## src/hdl/dmtl_pkg.sv

```systemverilog
// Shared types and constants for the delayed message timer list.
package dmtl_pkg;

    // Default sizing of the store.
    localparam int SLOTS_DEF       = 32;
    localparam int HANDLE_BITS_DEF = 16;

    // Input item modes.
    localparam logic MODE_TICK   = 1'b0;
    localparam logic MODE_INSERT = 1'b1;

    // Result status codes.
    localparam logic STATUS_DELIVER = 1'b0;
    localparam logic STATUS_FULL    = 1'b1;

    // One input item.
    typedef struct packed {
        logic        mode;
        logic [3:0]  src_id;
        logic [3:0]  dst_id;
        logic [15:0] message_handle;
        logic [30:0] delay_ticks;
    } dmtl_in_t;

    // One result item.
    typedef struct packed {
        logic        status;
        logic [3:0]  out_src_id;
        logic [3:0]  out_dst_id;
        logic [15:0] out_handle;
        logic        last;
    } dmtl_out_t;

    // Sequencer states.
    typedef enum logic [2:0] {
        ST_IDLE,
        ST_INSERT,
        ST_FULL,
        ST_WALK,
        ST_WALK_END
    } dmtl_state_t;

endpackage

```

## src/hdl/dmtl_ram.sv

```systemverilog
// Generic single-write, single-read synchronous RAM with registered read data.
module dmtl_ram #(
    parameter int WIDTH = 8,
    parameter int DEPTH = dmtl_pkg::SLOTS_DEF,
    localparam int AW   = (DEPTH > 1) ? $clog2(DEPTH) : 1
) (
    input  logic             clk,
    input  logic             wr_en,
    input  logic [AW-1:0]    wr_addr,
    input  logic [WIDTH-1:0] wr_data,
    input  logic [AW-1:0]    rd_addr,
    output logic [WIDTH-1:0] rd_data
);

    logic [WIDTH-1:0] mem_reg [DEPTH];
    logic [WIDTH-1:0] rd_data_reg;

    // Write port and registered read port.
    always_ff @(posedge clk)
    begin
        if (wr_en)
        begin
            mem_reg[wr_addr] <= wr_data;
        end
        rd_data_reg <= mem_reg[rd_addr];
    end

    assign rd_data = rd_data_reg;

endmodule

```

## src/hdl/delayed_message_timer_list.sv

```systemverilog
// Top level of the delayed message timer list: sequencer, link memory and entry memory.
// A list of up to SLOTS pending messages lives in two RAMs: a link memory holding each
// slot's successor (shared by the pending list and the free list) and an entry memory
// holding each slot's tick count and payload. An insert into a full store waits for the
// result register to report the drop. A tick walks the pending list, each step following
// the successor pointer just read from the link memory, whose read data is registered.
// Expiry results are held one step so the final one can carry last; the walk pauses on
// an expiry while a result is held and the result register is full and not being taken.
// The block accepts a new item only between items, but a finished result may
// still be waiting.
module delayed_message_timer_list #(
    parameter int SLOTS       = dmtl_pkg::SLOTS_DEF,
    parameter int HANDLE_BITS = dmtl_pkg::HANDLE_BITS_DEF
) (
    input  logic                clk,
    input  logic                rst_n,
    input  logic                item_valid,
    output logic                item_ready,
    input  dmtl_pkg::dmtl_in_t  item,
    output logic                result_valid,
    input  logic                result_ready,
    output dmtl_pkg::dmtl_out_t result
);

    localparam int IW = $clog2(SLOTS + 1);
    localparam int AW = (SLOTS > 1) ? $clog2(SLOTS) : 1;
    localparam int EW = 32 + 8 + HANDLE_BITS;
    localparam logic [IW-1:0] NULL_IDX = IW'(SLOTS);

    // Control and payload registers.
    dmtl_pkg::dmtl_state_t state_reg, state_next;
    dmtl_pkg::dmtl_in_t    item_reg, item_next;
    dmtl_pkg::dmtl_out_t   pend_reg, pend_next;
    dmtl_pkg::dmtl_out_t   result_reg, result_next;
    logic [IW-1:0]         head_reg, head_next;
    logic [IW-1:0]         free_head_reg, free_head_next;
    logic [IW-1:0]         cur_reg, cur_next;
    logic [IW-1:0]         prev_reg, prev_next;
    logic                  fix_pend_reg, fix_pend_next;
    logic                  pend_valid_reg, pend_valid_next;
    logic                  result_valid_reg, result_valid_next;
    logic [SLOTS-1:0]      valid_reg, valid_next;
    logic [AW-1:0]         rd_addr_reg;
    logic                  rd_valid_reg;

    // Memory ports.
    logic [AW-1:0] rd_addr;
    logic          link_wr_en;
    logic [AW-1:0] link_wr_addr;
    logic [IW-1:0] link_wr_data;
    logic [IW-1:0] link_ram_q;
    logic          ent_wr_en;
    logic [AW-1:0] ent_wr_addr;
    logic [EW-1:0] ent_wr_data;
    logic [EW-1:0] ent_ram_q;

    // Datapath values.
    logic [IW-1:0]            link_rd;
    logic [31:0]              ticks_dec;
    logic                     expire;
    logic                     out_free;
    logic                     stall;
    logic [HANDLE_BITS+15:0]  in_handle_ext;
    logic [HANDLE_BITS+15:0]  out_handle_ext;
    dmtl_pkg::dmtl_out_t      expiry_res;

    dmtl_ram #(
        .WIDTH (IW),
        .DEPTH (SLOTS)
    ) u_link_ram (
        .clk     (clk),
        .wr_en   (link_wr_en),
        .wr_addr (link_wr_addr),
        .wr_data (link_wr_data),
        .rd_addr (rd_addr),
        .rd_data (link_ram_q)
    );

    dmtl_ram #(
        .WIDTH (EW),
        .DEPTH (SLOTS)
    ) u_entry_ram (
        .clk     (clk),
        .wr_en   (ent_wr_en),
        .wr_addr (ent_wr_addr),
        .wr_data (ent_wr_data),
        .rd_addr (rd_addr),
        .rd_data (ent_ram_q)
    );

    // A link never written reads as the next slot of the free chain.
    assign link_rd = rd_valid_reg ? link_ram_q : (IW'(rd_addr_reg) + IW'(1));

    // Tick arithmetic on the entry just read.
    assign ticks_dec = ent_ram_q[EW-1 -: 32] - 32'd1;
    assign expire    = (ticks_dec == 32'd0) || ticks_dec[31];

    // Handle width conversion in both directions.
    assign in_handle_ext  = {{HANDLE_BITS{1'b0}}, item_reg.message_handle};
    assign out_handle_ext = {16'b0, ent_ram_q[HANDLE_BITS-1:0]};

    // Delivery result built from the entry just read.
    always_comb
    begin
        expiry_res            = '0;
        expiry_res.status     = dmtl_pkg::STATUS_DELIVER;
        expiry_res.out_src_id = ent_ram_q[HANDLE_BITS+7 -: 4];
        expiry_res.out_dst_id = ent_ram_q[HANDLE_BITS+3 -: 4];
        expiry_res.out_handle = out_handle_ext[15:0];
        expiry_res.last       = 1'b0;
    end

    assign out_free = !result_valid_reg || result_ready;
    assign stall    = expire && pend_valid_reg && !out_free;

    // Next state, memory accesses and result loading.
    always_comb
    begin
        state_next        = state_reg;
        item_next         = item_reg;
        pend_next         = pend_reg;
        pend_valid_next   = pend_valid_reg;
        result_next       = result_reg;
        result_valid_next = result_valid_reg && !result_ready;
        head_next         = head_reg;
        free_head_next    = free_head_reg;
        cur_next          = cur_reg;
        prev_next         = prev_reg;
        fix_pend_next     = fix_pend_reg;
        valid_next        = valid_reg;
        item_ready        = 1'b0;
        rd_addr           = cur_reg[AW-1:0];
        link_wr_en        = 1'b0;
        link_wr_addr      = cur_reg[AW-1:0];
        link_wr_data      = free_head_reg;
        ent_wr_en         = 1'b0;
        ent_wr_addr       = cur_reg[AW-1:0];
        ent_wr_data       = {ticks_dec, ent_ram_q[EW-33:0]};

        unique case (state_reg)
            dmtl_pkg::ST_IDLE:
            begin
                item_ready = 1'b1;
                rd_addr    = (item.mode == dmtl_pkg::MODE_INSERT) ?
                             free_head_reg[AW-1:0] : head_reg[AW-1:0];
                if (item_valid)
                begin
                    item_next = item;
                    if (item.mode == dmtl_pkg::MODE_INSERT)
                    begin
                        state_next = (free_head_reg == NULL_IDX) ?
                                     dmtl_pkg::ST_FULL : dmtl_pkg::ST_INSERT;
                    end
                    else
                    begin
                        cur_next      = head_reg;
                        prev_next     = NULL_IDX;
                        fix_pend_next = 1'b0;
                        state_next    = (head_reg == NULL_IDX) ?
                                        dmtl_pkg::ST_WALK_END : dmtl_pkg::ST_WALK;
                    end
                end
            end

            // Link the free slot in at the head of the list.
            dmtl_pkg::ST_INSERT:
            begin
                link_wr_en     = 1'b1;
                link_wr_addr   = free_head_reg[AW-1:0];
                link_wr_data   = head_reg;
                ent_wr_en      = 1'b1;
                ent_wr_addr    = free_head_reg[AW-1:0];
                ent_wr_data    = {1'b0, item_reg.delay_ticks, item_reg.src_id,
                                  item_reg.dst_id, in_handle_ext[HANDLE_BITS-1:0]};
                head_next      = free_head_reg;
                free_head_next = link_rd;
                state_next     = dmtl_pkg::ST_IDLE;
            end

            // Report the dropped insert.
            dmtl_pkg::ST_FULL:
            begin
                if (out_free)
                begin
                    result_next        = '0;
                    result_next.status = dmtl_pkg::STATUS_FULL;
                    result_next.last   = 1'b1;
                    result_valid_next  = 1'b1;
                    state_next         = dmtl_pkg::ST_IDLE;
                end
            end

            // One entry per cycle unless stalled; the next read uses the link just read.
            dmtl_pkg::ST_WALK:
            begin
                if (!stall)
                begin
                    ent_wr_en = 1'b1;
                    if (expire)
                    begin
                        // Unlink the slot and push it on the free list.
                        link_wr_en     = 1'b1;
                        link_wr_addr   = cur_reg[AW-1:0];
                        link_wr_data   = free_head_reg;
                        free_head_next = cur_reg;
                        if (prev_reg == NULL_IDX)
                        begin
                            head_next = link_rd;
                        end
                        else
                        begin
                            fix_pend_next = 1'b1;
                        end
                        if (pend_valid_reg)
                        begin
                            result_next       = pend_reg;
                            result_valid_next = 1'b1;
                        end
                        pend_next       = expiry_res;
                        pend_valid_next = 1'b1;
                    end
                    else
                    begin
                        // A survivor closes any gap left behind its predecessor.
                        if (fix_pend_reg)
                        begin
                            link_wr_en    = 1'b1;
                            link_wr_addr  = prev_reg[AW-1:0];
                            link_wr_data  = cur_reg;
                            fix_pend_next = 1'b0;
                        end
                        prev_next = cur_reg;
                    end
                    cur_next = link_rd;
                    rd_addr  = link_rd[AW-1:0];
                    if (link_rd == NULL_IDX)
                    begin
                        state_next = dmtl_pkg::ST_WALK_END;
                    end
                end
            end

            // Terminate the list and release any held final result with last set.
            dmtl_pkg::ST_WALK_END:
            begin
                if (fix_pend_reg)
                begin
                    link_wr_en    = 1'b1;
                    link_wr_addr  = prev_reg[AW-1:0];
                    link_wr_data  = NULL_IDX;
                    fix_pend_next = 1'b0;
                end
                if (!pend_valid_reg)
                begin
                    state_next = dmtl_pkg::ST_IDLE;
                end
                else if (out_free)
                begin
                    result_next       = pend_reg;
                    result_next.last  = 1'b1;
                    result_valid_next = 1'b1;
                    pend_valid_next   = 1'b0;
                    state_next        = dmtl_pkg::ST_IDLE;
                end
            end

            default:
            begin
                state_next = dmtl_pkg::ST_IDLE;
            end
        endcase

        // Any written link now holds real data.
        if (link_wr_en)
        begin
            valid_next[link_wr_addr] = 1'b1;
        end
    end

    // Control registers.
    always_ff @(posedge clk or negedge rst_n)
    begin
        if (!rst_n)
        begin
            state_reg        <= dmtl_pkg::ST_IDLE;
            head_reg         <= NULL_IDX;
            free_head_reg    <= '0;
            cur_reg          <= NULL_IDX;
            prev_reg         <= NULL_IDX;
            fix_pend_reg     <= 1'b0;
            pend_valid_reg   <= 1'b0;
            result_valid_reg <= 1'b0;
            valid_reg        <= '0;
            rd_valid_reg     <= 1'b0;
        end
        else
        begin
            state_reg        <= state_next;
            head_reg         <= head_next;
            free_head_reg    <= free_head_next;
            cur_reg          <= cur_next;
            prev_reg         <= prev_next;
            fix_pend_reg     <= fix_pend_next;
            pend_valid_reg   <= pend_valid_next;
            result_valid_reg <= result_valid_next;
            valid_reg        <= valid_next;
            rd_valid_reg     <= valid_reg[rd_addr];
        end
    end

    // Payload registers.
    always_ff @(posedge clk)
    begin
        item_reg    <= item_next;
        pend_reg    <= pend_next;
        result_reg  <= result_next;
        rd_addr_reg <= rd_addr;
    end

    assign result_valid = result_valid_reg;
    assign result       = result_reg;

    // The pending list and the free list never share their first slot.
    a_lists_disjoint: assert property (@(posedge clk) disable iff (!rst_n)
        (head_reg != NULL_IDX && free_head_reg != NULL_IDX) |-> head_reg != free_head_reg)
        else $error("pending list and free list share a head slot");

    // The walk never steps onto the null link.
    a_walk_cursor: assert property (@(posedge clk) disable iff (!rst_n)
        (state_reg == dmtl_pkg::ST_WALK) |-> cur_reg != NULL_IDX)
        else $error("list walk on null slot");

    // Between items no result is held back and no link repair is owed.
    a_idle_clean: assert property (@(posedge clk) disable iff (!rst_n)
        (state_reg == dmtl_pkg::ST_IDLE) |-> (!pend_valid_reg && !fix_pend_reg))
        else $error("held result or link repair left over after an item");

    // A stalled expiry holds the walk on the same slot.
    a_stall_holds: assert property (@(posedge clk) disable iff (!rst_n)
        (state_reg == dmtl_pkg::ST_WALK && stall) |=> (state_reg == dmtl_pkg::ST_WALK
        && cur_reg == $past(cur_reg) && pend_valid_reg))
        else $error("walk advanced while its result could not be stored");

endmodule
```

## config.mk

```make
export PLATFORM = sky130hd
export DESIGN_NAME = delayed_message_timer_list
export DESIGN_NICKNAME = d
export VERILOG_FILES = /design/src/hdl/dmtl_pkg.sv /design/src/hdl/dmtl_ram.sv /design/src/hdl/delayed_message_timer_list.sv
export SDC_FILE = /design/constraint.sdc
export NUM_CORES = 2
export LEC_CHECK = 0
export ABC_AREA = 1
export BUFFER_PORTS_ARGS = -buffer_cell sky130_fd_sc_hd__clkbuf_2
export CORE_AREA = 2 2 605 607
export DETAILED_ROUTE_END_ITERATION = 7
export DIE_AREA = 0 0 607 609
export RECOVER_POWER = 50
export SYNTH_ARGS = -nofsm -noshare
export SYNTH_HDL_FRONTEND = slang
export SYNTH_SLANG_ARGS = --single-unit
```

## constraint.sdc

```tcl
create_clock -name clk -period 4.7 [get_ports clk]
set_input_delay 0 -clock clk [delete_from_list [all_inputs] [get_ports clk]]
set_output_delay 0 -clock clk [all_outputs]
set_load 0.02 [all_outputs]
```

==> results.json <==
{
  "grt_usage_pct": 14.2,
  "grt_pass1_wl_um": 393000,
  "relSlewSlack_pct": -111,
  "grt_max_degree": 115,
  "setup-violations-final": 0,
  "dieWidth_um": 607,
  "insertion_delay_ns": 0.93,
  "first_iter_violations": 6890,
  "crit_path_max_fanout": 9,
  "final_antenna_net_count": 0,
  "hold_class": "primary input to register",
  "synth_area_leaders": "edfxtp_1 69%, nand3_1 11%, nand2_1 9.9%, inv_1 1.9%, buf_2 1.7%",
  "hpwlAfterDp_um": 150000,
  "synth_edf_count": 2089,
  "ys_seq_area_share_pct": 72.6,
  "required_ns": 5.24,
  "die_y_um": 609,
  "placementRows": 222,
  "rsz0062_at_grt": "false",
  "fmax_mhz": 224,
  "core_um2": 364000,
  "dp_slack_ns": 0.313,
  "synth_nets": 7961,
  "drc": 0,
  "async_flop_share_pct": 2.84,
  "layout_commonest_cell": "nand2_1",
  "r2r_cells": 21,
  "clk_path_buf_depth": 4,
  "drtPass1Iterations": 8,
  "gr-total-overflow": 0,
  "maxCapViolCount": 9,
  "gp_congestion": 0.900,
  "htree_num_levels": 4,
  "die_area_um2": 370000,
  "netlist_area_um2": 90500,
  "crit_start": "u_entry_ram.rd_data[24]$_DFF_P_",
  "syn_inst": 7898,
  "crit_path_end_kind": "register",
  "post-cts-setup-buffers": 0,
  "synth_top_area_share_pct": 69.3,
  "finClkSkew_ns": 0.113,
  "cts_tree": "built",
  "ys_dominant_reg_cell": "edfxtp_1",
  "reg2reg_to": "u_link_ram.mem_reg[17][1]$_DFFE_PP_",
  "yosys_warnings": 0,
  "status": "finished, violations left",
  "nNetsFinal": 8266,
  "critPathLaunchType": "register",
  "start_util_pct": 24.9,
  "area_delta_synth_final_pct": 18.7,
  "failed_checks": "max-capacitance violations, max-slew violations",
  "yosysTopAreaCell": "edfxtp_1",
  "port_buffers": 87,
  "ff2ff_setup_slack_ns": 0.24,
  "finalCritPeriodShare_pct": 94.8,
  "grt_pass1_vias": 58162,
  "critPathCapture": "u_link_ram.mem_reg[17][1]$_DFFE_PP_",
  "cts-root-buf": "clkbuf_16",
  "min_period_ns": 4.46,
  "pin_count": 88,
  "grt_antenna_before_repair": 7,
  "cts_buffers": 212,
  "setup_tns_ns": 0,
  "cts_num_sinks": 2219,
  "arrival_ns": 4.99,
  "slew_viol_final": 292,
  "wire_per_inst_um": 20.6,
  "worst-setup-path-type": "register to register",
  "vias_per_cell": 4.66,
  "clkSlewWorstSetupHoldPaths_ns": 0.06,
  "largest_reg_flops": 1792,
  "worst_slack_ns": 0.243,
  "hold_viol": 0,
  "drive_gt1_share_pct": 9.19,
  "layout_common_cells": "2376 x nand2_1, 2089 x edfxtp_1, 1931 x nand3_1",
  "yosysUniqueCellTypes": 46,
  "avgSynthCellArea_um2": 11.5,
  "worstMarginPinSlew_ns": 3.15,
  "holdWs_ns": 0.278,
  "vias": 61427,
  "synth-seq-cells": 2219,
  "reg2reg_from": "u_entry_ram.rd_data[24]$_DFF_P_",
  "drt-total-wl_um": 271000
}
-- what timing repair did --
| item | 4_1_cts | 5_1_grt |
|---|---|---|
| resized for setup | 0 | 5 |
| hold buffers | 117 | 0 |
| endpoints found under the hold margin | 159 | 0 |
| setup endpoints to repair | 0 | 35 |
-- Yosys cell counts, drive strengths merged (2+ instances only) --
library cell,n
nand2,2382
edfxtp,2089
nand3,1931
inv,459
buf,359
nor2,236
clkbuf,96
o21ai,88
dfxtp,67
dfrtp,60
a21oi,26
a31oi,25
or2,16
nand4,10
o2111ai,6
a22oi,4
nand3b,4
nor3,4
o22ai,4
xor2,4
dfstp,3
ha,3
nor4,3
o21a,3
o221ai,3
a221oi,2
clkinv,2
o211ai,2
xnor2,2
-- cells by family (layout without fill, tap and decap cells) --
kind of cell,after synthesis,in the layout,share of synthesized area (%)
AND/OR/NAND/NOR,4587,4587,21.9
flip-flops,2219,2219,72.6
buffers and inverters,916,1393,4.37
AO/OA/AOI/OAI,167,167,1.06
XOR/XNOR,6,6,0.0581
adder cells (fa/ha/maj),3,3,0.0415
other,0,2,0
-- area by class of cell --
| class | count | area [µm²] |
|---|---|---|
| tap | 4816 | 6030 |
| inverter | 461 | 1750 |
| antenna | 2 | 5.00 |
| clock inverter | 103 | 947 |
| multi-input combinational | 4763 | 21300 |
| fill | 36812 | 256000 |
| sequential | 2219 | 65700 |
| clock buffer | 283 | 5840 |
| timing repair buffer | 546 | 5910 |
-- worst min-delay path by stage --
stage / cells after the start / end / startpoint
6_report: 4 / state_reg[1]$_DFFE_PN0P_ / item_valid
2_1_floorplan: 0 / cur_reg[0]$_DFFE_PN0P_ / rst_n
4_1_cts: 4 / state_reg[1]$_DFFE_PN0P_ / item_valid
3_5_place_dp: 1 / item_reg[3]$_DFFE_PP_ / item[3]
5_1_grt: 4 / state_reg[1]$_DFFE_PN0P_ / item_valid
3_3_place_gp: 1 / item_reg[2]$_DFFE_PP_ / item[2]
-- critical path, cell delays in order (launching register included) --
cell       delay (ns)
dfxtp_1          0.34
inv_1            0.08
ha_1             0.25
nand2_2          0.15
nor2_4           0.23
nand2_1          0.13
o21ai_1          0.23
nand2_1          0.07
nor2_1           0.15
nand3_1          0.09
nor2_1           0.13
nand2_1          0.19
nand2_2          0.23
inv_2            0.14
nand2_1          0.11
nand2_1          0.11
nand2_1          0.08
o2111ai_1        0.15
o21ai_0          0.16
nand3_1          0.46
nor2_1           0.41
buf_4            0.20
-- layer usage --
layer / GRT usage (%) / vias to the layer above / part of all wire [%]
met1: 18.4 / 30395 / 40
met3: 1.85 / 557 / 7.2
li1: - / 28005 / -
met2: 24.0 / 2470 / 49
met4: 5.17 / 0 / 3.9
met5: 0 / - / 0
-- metrics by stage --
| step | util (%) | area (µm²) | std cells |
|---|---|---|---|
| 2_1_floorplan | - | 90500 | 7898 |
| 3_3_place_gp | 27.4 | 99700 | 12687 |
| 3_5_place_dp | 27.4 | 99700 | 12687 |
| 4_1_cts | 29.6 | 108000 | 13190 |
| 5_1_grt | 29.5 | 107000 | 13192 |
| 6_report | 29.5 | 107000 | 13193 |
Power is not shown: default switching activity piles up to over one toggle a cycle in this logic, so the estimate is an artifact.
